**config.mk**
```make
export PLATFORM = sky130hd
export DESIGN_NAME = nearest_greater_left_stack
export DESIGN_NICKNAME = d
export VERILOG_FILES = /design/src/nglstk_pkg.sv /design/src/nearest_greater_left_stack.sv /design/src/nglstk_cell.sv
export VERILOG_INCLUDE_DIRS = /design/src /design/src/src
export SDC_FILE = /design/constraint.sdc
export NUM_CORES = 2
export LEC_CHECK = 0
export BUFFER_PORTS_ARGS = -buffer_cell sky130_fd_sc_hd__buf_2
export CORE_ASPECT_RATIO = 0.8
export CORE_MARGIN = 2
export CORE_UTILIZATION = 35
export CTS_CLUSTER_DIAMETER = 150
export DETAILED_ROUTE_END_ITERATION = 8
export SLEW_MARGIN = 20
export SYNTH_ARGS = -nofsm -noshare
export SYNTH_HDL_FRONTEND = slang
export SYNTH_HIERARCHICAL = 1
export SYNTH_SLANG_ARGS = --single-unit
```
**constraint.sdc**
```tcl
create_clock -name clk -period 29.2 [get_ports clk]
set_input_delay 2.92 -clock clk [delete_from_list [all_inputs] [get_ports clk]]
set_output_delay 2.92 -clock clk [all_outputs]
set_load 0.05 [all_outputs]
```
**src/nearest_greater_left_stack_macros.svh**
```systemverilog
// assertion macros for the nearest-greater stack block
// used at the end of nearest_greater_left_stack; expects clk and rst_n in scope
`ifndef NEAREST_GREATER_LEFT_STACK_MACROS_SVH
`define NEAREST_GREATER_LEFT_STACK_MACROS_SVH

// same-cycle implication
`define NGL_CHECK_NOW(label, ante, cons, msg) \
  label: assert property (@(posedge clk) disable iff (!rst_n) (ante) |-> (cons)) \
    else $error(msg);

// next-cycle implication
`define NGL_CHECK_NEXT(label, ante, cons, msg) \
  label: assert property (@(posedge clk) disable iff (!rst_n) (ante) |=> (cons)) \
    else $error(msg);

`endif

```
**src/nglstk_pkg.sv**
```systemverilog
`timescale 1ns / 1ps
// shared types and constants for the nearest-greater stack block
// no dependencies; imported by nglstk_cell, nearest_greater_left_stack and the bench
package nglstk_pkg;

  localparam int VALUE_W     = 32;
  localparam int STACK_DEPTH = 64;
  localparam int CNT_W       = $clog2(STACK_DEPTH + 1);

  typedef struct packed {
    logic signed [VALUE_W-1:0] sample;
    logic                      restart;
  } in_word_t;

  typedef struct packed {
    logic                      found;
    logic signed [VALUE_W-1:0] nearest_greater;
    logic                      truncated;
  } out_word_t;

  // shift command shared by every cell of the stack
  typedef struct packed {
    logic push;
    logic pop;
  } shift_ctl_t;

endpackage

```
**src/nearest_greater_left_stack.sv**
```systemverilog
`timescale 1ns / 1ps
// Nearest greater value to the left. The stack is a row of 64 shift cells
// with the top in cell 0; on each shift the whole row either pops one entry
// (shifts toward the top) or pushes the new word (shifts away, the oldest
// entry falls off the far end when full and truncated is raised). An item
// pops every entry not greater than it and then pushes; the next word is
// accepted at the push, and every entry is popped at most once. The result
// sits in an output register; the push waits while that register is stalled.
// depends on nglstk_pkg, nglstk_cell and nearest_greater_left_stack_macros.svh
module nearest_greater_left_stack (
  input  logic                  clk,
  input  logic                  rst_n,
  input  logic                  in_valid,
  output logic                  in_stall,
  input  nglstk_pkg::in_word_t  in_word,
  output logic                  out_valid,
  input  logic                  out_stall,
  output nglstk_pkg::out_word_t out_word
);
  import nglstk_pkg::*;

  localparam logic ST_IDLE = 1'b0;
  localparam logic ST_RUN  = 1'b1;

  logic                      state_r, state_nxt;
  logic [CNT_W-1:0]          cnt_r, cnt_nxt;
  logic                      ovf_r, ovf_nxt;
  logic signed [VALUE_W-1:0] cur_sample_r;
  logic                      out_valid_r;
  out_word_t                 out_word_r;

  logic signed [VALUE_W-1:0] cell_q [STACK_DEPTH];
  shift_ctl_t                ctl;

  logic in_fire, has_top, full, pop_go, push_go, out_free;

  assign has_top  = (cnt_r != '0);
  assign full     = (cnt_r == CNT_W'(STACK_DEPTH));
  assign out_free = !out_valid_r || !out_stall;
  assign pop_go   = (state_r == ST_RUN) && has_top && (cell_q[0] <= cur_sample_r);
  assign push_go  = (state_r == ST_RUN) && !pop_go && out_free;
  assign in_stall = (state_r == ST_RUN) && !push_go;
  assign in_fire  = in_valid && !in_stall;

  assign ctl.push = push_go;
  assign ctl.pop  = pop_go;

  for (genvar i = 0; i < STACK_DEPTH; i++) begin : g_cell
    logic signed [VALUE_W-1:0] above, below;
    if (i == 0) begin : g_top
      assign above = cur_sample_r;
    end else begin : g_mid
      assign above = cell_q[i-1];
    end
    if (i == STACK_DEPTH - 1) begin : g_end
      assign below = cell_q[i];
    end else begin : g_inner
      assign below = cell_q[i+1];
    end
    nglstk_cell u_cell (
      .clk        (clk),
      .ctl        (ctl),
      .from_top   (above),
      .from_bottom(below),
      .q          (cell_q[i])
    );
  end

  always_comb begin
    state_nxt = state_r;
    if (in_fire) begin
      state_nxt = ST_RUN;
    end else if (push_go) begin
      state_nxt = ST_IDLE;
    end
  end

  // a restart on the incoming word wins over the push finishing the last one
  always_comb begin
    cnt_nxt = cnt_r;
    ovf_nxt = ovf_r;
    priority if (in_fire && in_word.restart) begin
      cnt_nxt = '0;
      ovf_nxt = 1'b0;
    end else if (pop_go) begin
      cnt_nxt = cnt_r - CNT_W'(1);
    end else if (push_go) begin
      if (full) begin
        ovf_nxt = 1'b1;
      end else begin
        cnt_nxt = cnt_r + CNT_W'(1);
      end
    end else begin
      cnt_nxt = cnt_r;
    end
  end

  always_ff @(posedge clk) begin
    if (!rst_n) begin
      state_r     <= ST_IDLE;
      cnt_r       <= '0;
      ovf_r       <= 1'b0;
      out_valid_r <= 1'b0;
    end else begin
      state_r <= state_nxt;
      cnt_r   <= cnt_nxt;
      ovf_r   <= ovf_nxt;
      if (push_go) begin
        out_valid_r <= 1'b1;
      end else if (!out_stall) begin
        out_valid_r <= 1'b0;
      end
    end
  end

  always_ff @(posedge clk) begin
    if (in_fire) begin
      cur_sample_r <= in_word.sample;
    end
    if (push_go) begin
      out_word_r.found           <= has_top;
      out_word_r.nearest_greater <= has_top ? cell_q[0] : '0;
      out_word_r.truncated       <= ovf_r | full;
    end
  end

  assign out_valid = out_valid_r;
  assign out_word  = out_word_r;

`include "nearest_greater_left_stack_macros.svh"

  `NGL_CHECK_NOW(a_cnt_range, 1'b1, cnt_r <= CNT_W'(STACK_DEPTH), "stack count past depth")
  `NGL_CHECK_NOW(a_no_idle_shift, state_r == ST_IDLE, !pop_go && !push_go, "shift while idle")
  `NGL_CHECK_NEXT(a_pop_dec, pop_go, cnt_r == $past(cnt_r) - CNT_W'(1), "pop lost count")
  `NGL_CHECK_NEXT(a_ovf_set, push_go && full && !(in_fire && in_word.restart), ovf_r,
    "overflow not recorded")
  `NGL_CHECK_NOW(a_zero_miss, out_valid_r && !out_word_r.found,
    out_word_r.nearest_greater == '0, "miss with nonzero value")

endmodule

```
**src/nglstk_cell.sv**
```systemverilog
`timescale 1ns / 1ps
// one stack cell: holds one value and shifts with its neighbors
// depends on nglstk_pkg
module nglstk_cell (
  input  logic                                clk,
  input  nglstk_pkg::shift_ctl_t              ctl,
  input  logic signed [nglstk_pkg::VALUE_W-1:0] from_top,
  input  logic signed [nglstk_pkg::VALUE_W-1:0] from_bottom,
  output logic signed [nglstk_pkg::VALUE_W-1:0] q
);
  import nglstk_pkg::*;

  logic signed [VALUE_W-1:0] q_r;

  // push moves values away from the top, pop pulls them back
  always_ff @(posedge clk) begin
    if (ctl.push) begin
      q_r <= from_top;
    end else if (ctl.pop) begin
      q_r <= from_bottom;
    end
  end

  assign q = q_r;

endmodule

```
======== Word-level counts from Yosys, hierarchy flattened ========
Index checks and enable logic that the tools add are counted.
cells by class
  equality and inequality tests ........... 3
  add/subtract/negate cells ............... 2
  bitwise logic cells ..................... 3
  multipliers ............................. 0
  div/mod/pow operators ................... 0
  shifts and indexed selects .............. 0
  mux-type cells .......................... 133
  reduce and logical (&&, ||, !) cells .... 19
  $lt $le $gt $ge ......................... 1
operator list
  kind                   count
  $mux W32               126
  $le A32 B32 Y1         1
  $mux W7                3
  $add A7 B1 Y7 const B  1
  $eq A7 B7 Y1 const B   1
  $logic_and A1 B1 Y1    7
  $reduce_bool A7 Y1     1
  $sub A7 B1 Y7 const B  1
  $logic_not A1 Y1       5
  $mux W1                4
  $ne A2 B1 Y1 const B   2
  $reduce_bool A2 Y1     2
  $reduce_and A3 Y1      1
  $not A1 Y1             2
  $reduce_and A2 Y1      1
  $reduce_or A2 Y1       1
  $logic_or A1 B1 Y1     1
  $or A1 B1 Y1           1
word-level totals
  logic and storage cells ................. 233
  bits in writable memories ............... 0
  output and inout bits ................... 36
  latch bits .............................. 0
  memories ................................ 0
  memory bits (read-only) ................. 0
  input port bits ......................... 37
  register bits ........................... 2124

======== Longest topological paths before layout ========
  depth in word-level cells ............... 12
  mapped depth ............................ 18
  gate-level depth less buffers ........... 17

======== By module ========
The synthesis kept the hierarchy.
modules (own cells, without submodules)
  module                      times used  area an instance (sq um)  cells each  seq. area each (sq um)
  nglstk_cell                 64          1507.7                    69          960.9
  nearest_greater_left_stack  1           3681.0                    292         2182.1

======== Least setup slack after synthesis ========
No wires, ideal clock.
  kind .................................... input port to flip-flop
  start ................................... in out_stall
  end ..................................... reg g_cell[0].u_cell.q_r[0], enable pin
  path slack .............................. 19018 ps
  stages .................................. 6
  data arrival time ....................... 9792 ps
  data required time ...................... 28809 ps
  path buffers ............................ 2
  path through ............................ nand2_1 nand2_1 nor2_1 buf_6 buf_12 or2_1
on the way
  word-level cells in the longest chain between the ends .. 4
ends and longest elaborated chain
  what                          line                              RTL
  start: declaration            nearest_greater_left_stack.sv:17  input logic out_stall,
  $logic_not A1 Y1              n/a
  $logic_or A1 B1 Y1            nearest_greater_left_stack.sv:39  assign out_free = !out_valid_r || !out_stall;
  $logic_and A1 B1 Y1           nearest_greater_left_stack.sv:41  assign push_go = (state_r == ST_RUN) && !pop_go && out_free;
  net push_go                   nearest_greater_left_stack.sv:35  logic in_fire, has_top, full, pop_go, push_go, out_free;
  $reduce_bool A2 Y1 (no line)  n/a
  end signal: assignment        nglstk_cell.sv:18                 q_r <= from_top;
  end signal: assignment        nglstk_cell.sv:20                 q_r <= from_bottom;
  end: declaration              nglstk_cell.sv:13                 logic signed [VALUE_W-1:0] q_r;
The timed path passes the listed nets, and every way through them passes these cells.
A chain may end at the register's enable or synchronous reset.

======== Final worst setup path ========
  start ................................... in out_stall
  end ..................................... reg g_cell[30].u_cell.q_r[16] (data pin)
on the way
  word-level cells in the longest chain between the ends .. 4
ends and longest elaborated chain
  what                    line                              RTL
  $logic_not A1 Y1        n/a
  $logic_or A1 B1 Y1      nearest_greater_left_stack.sv:39
  $logic_and A1 B1 Y1     nearest_greater_left_stack.sv:41
  net push_go             nearest_greater_left_stack.sv:35
  $mux W32                nglstk_cell.sv:17                 if (ctl.push) begin
  end signal: assignment  nglstk_cell.sv:18
  end signal: assignment  nglstk_cell.sv:20
  end: declaration        nglstk_cell.sv:13
The timed path passes the listed nets, and every way through them passes these cells.

==> reports/results.txt <==
Outcome = finished clean
Post-Syn Nets = 4783
Critical path type = in2reg
Post-Synthesis Cells = 4708
Sw frac = 23.4%
DIE WIDTH = 602 µm
Port Buffers = 72
Peak VDD IR = 0.0561 mV
Area growth syn-to-layout = 8.24%
Clock Latency Late Sink = 860 ps
Seq cells post-synth = 2124
Die Y = 483 µm
CTS Hold Bufs = 0
DR vias = 41900
Crit start category = primary input
Switching pwr = 1600 µW
Avg Cell Area, Syn = 21.3 µm²
Max cap viols = 0
FP Rows = 175
Maximum clock insertion buffer count = 3
P_int = 5260 µW
CP max stage cell = buf_4
FF/Latch Area = 63700 µm²
CTS clk-pin slew, worst paths = 60 ps
Leak = 0.0340 µW
Routability Congestion = 0.728
Ratio of cells with drive above 1 in the final layout = 50.2%
Clk pwr share = 39.4%
CP peak stage delay = 920 ps
Setup Viol. Count Final = 0
Met1 global-route usage = 20.0%
Cell-by-cell trace of the critical path = buf_2, nand2_1, nand2_1, nor2_4, buf_4, buf_12, buf_12, buf_4, buf_4, mux2_4
First-pass GRT wire length = 281 mm
Synth Warn # = 6
Skew final = 48.9 ps
GR Util met3 = 2.08%
First-pass DRT Iterations = 5
CTS tree = done
WL/cell = 20.9 µm
Final net count = 4913
Top_reg_cell synth = edfxtp_1
Most Crowded Layer GR = met1
Most frequent cells in the layout = edfxtp_1, mux2_4, clkbuf_16, mux2_2, buf_4
Number of global-route vias before repair = 43500
Comb power frac = 8.5%
Layout fillers = 25500
Post-Synthesis Cell Area = 100000 µm²
CTS Sinks = 2124
Met2 usage = 16.9%
Worst slew margin = 25.4%
Pwr dens = 63.3 nW/µm²
Final ANT Viol Nets = 0
Initial antenna violation count = 2
Measured slew at the worst slew-check pin = 1120 ps
# IOs = 73
Routed WL = 184 mm
Data arrival, critical path = 8800 ps
Die area = 291000 µm²
Initial Util = 35.2%
Cts bufs inserted = 220
WP data required = 29800 ps
Final-report max-slew violation count = 0
Total gr overflow = 0
Yosys cell types = 45
Sequential cell fraction of total power = 52.0%
Peak Freq = 122 MHz
Hold crit path type = reg2reg
CP max FO = 131
Post CTS Setup Buffer Count = 0
Area of the multi-input gates = 31800 µm²
Overall routing resource usage = 12.4%
H-tree Lvls = 4
Final worst-path cycle share = 28.1%
Final setup TNS = 0 ps
Hold slack = 514 ps
Post-route DRC = 0
Critical path endpoint category = flop
Post-CTS Resized = 0
Core region area = 284000 µm²
Hold Fails Final Rpt = 0
Largest net degree at the start of global routing = 140
CP dominant cell by count = buf_4
Root Buffer = clkbuf_16
EDFF count, synth = 2114
Min Clock Period, post-route = 8200 ps
Most common cell after layout, fill and taps aside = edfxtp_1
Vias per inst = 4.74
Hpwl dp = 115 mm
Async set-reset flop share out of synthesis = 0%
RSZ-0062 raised after global routing = no
1st-iter DRT viols = 3895
Sequential area share after synthesis = 63.6%
-- cells in the mapped netlist (3+ instances only) --
cell type,instances,area [µm²]
edfxtp_1,2114,63500
mux2_4,1856,27900
buf_12,192,3840
mux2_2,192,2160
buf_6,65,732
or2_1,65,407
inv_1,40,150
ha_1,37,463
and2_1,34,213
a21oi_1,17,85.1
nor2_1,11,41.3
dfxtp_1,10,200
nand2_1,10,37.5
nand4_1,8,50.1
o21ai_0,6,30.0
mux2i_1,5,50.1
a21o_1,4,30.0
clkbuf_1,4,15.0
xnor2_1,4,35.0
nand3_1,3,15.0
o21a_1,3,22.5
-- sequential cells by signal, summed over array words and instances (netlist names) --
signal / cells
state_r: 1
g_cell.u_cell/q: 2048
out_word: 34
out_valid: 1
cnt_r: 7
cur_sample_r: 32
ovf_r: 1
-- cells by family after synthesis --
group	after synthesis	synth area share, %
buf+inv	301	4.73
fa+ha+maj	38	0.482
flops	2124	63.6
mux	2053	30.0
simple gates	143	0.851
compound gates	44	0.294
xor+xnor	5	0.0437
-- final timing paths --
path	start	to	slack, ps	depth (start not counted)
setup / recovery	out_stall	g_cell[30].u_cell/q[16]	21000	10
hold / removal	ovf_r	ovf_r	510	2
setup reg to reg	g_cell[0].u_cell/q[19]	g_cell[30].u_cell/q[16]	21270	13
hold reg to reg	ovf_r	ovf_r	510	2
-- metrics by stage --
stage | instances | setup slack, ps | cell area, µm² | total power, µW | util, %
CTS | 8827 | 21110 | 108000 | 6950 | 38.1
detailed placement | 8421 | 20180 | 102000 | 4230 | 35.7
global placement | 8421 | 20270 | 102000 | 4210 | 35.7
finish | 8829 | 21000 | 108000 | 6860 | 38.1
floorplan | 4708 | 19020 | 100000 | 4140 | -
global route | 8828 | 20730 | 108000 | 7110 | 38.1
-- worst max-delay path: cells and delay by family --
family / cells / cell delay (ps)
AND/OR/NAND/NOR: 3 / 920
buffers and inverters: 6 / 4090
multiplexers: 1 / 360
-- power groups by stage --
stage	combinational, µW	clock (µW)	sequential (µW)
floorplan	520	0	3620
global route	625	2910	3580
CTS	593	2790	3570
detailed placement	591	0	3630
finish	586	2700	3570
global placement	581	0	3630
-- layer usage --
metal,part of all wire [%],wire length [µm],vias up
met5,0,0,-
met4,1.6,3030,0
met3,4.4,8080,247
met2,40,74200,804
met1,54,99200,22100
li1,-,-,18700
-- cell type report --
cell class,count,share of cell area (%)
repair buffers,169,1.09
flip-flops and latches,2124,58.7
inverters,40,0.138
multi-input cells,2283,29.3
clock inverters,122,0.964
clock buffers,284,5.38
well taps,3805,4.39
diodes,2,0.00462
(Power assumes the default switching activity.)
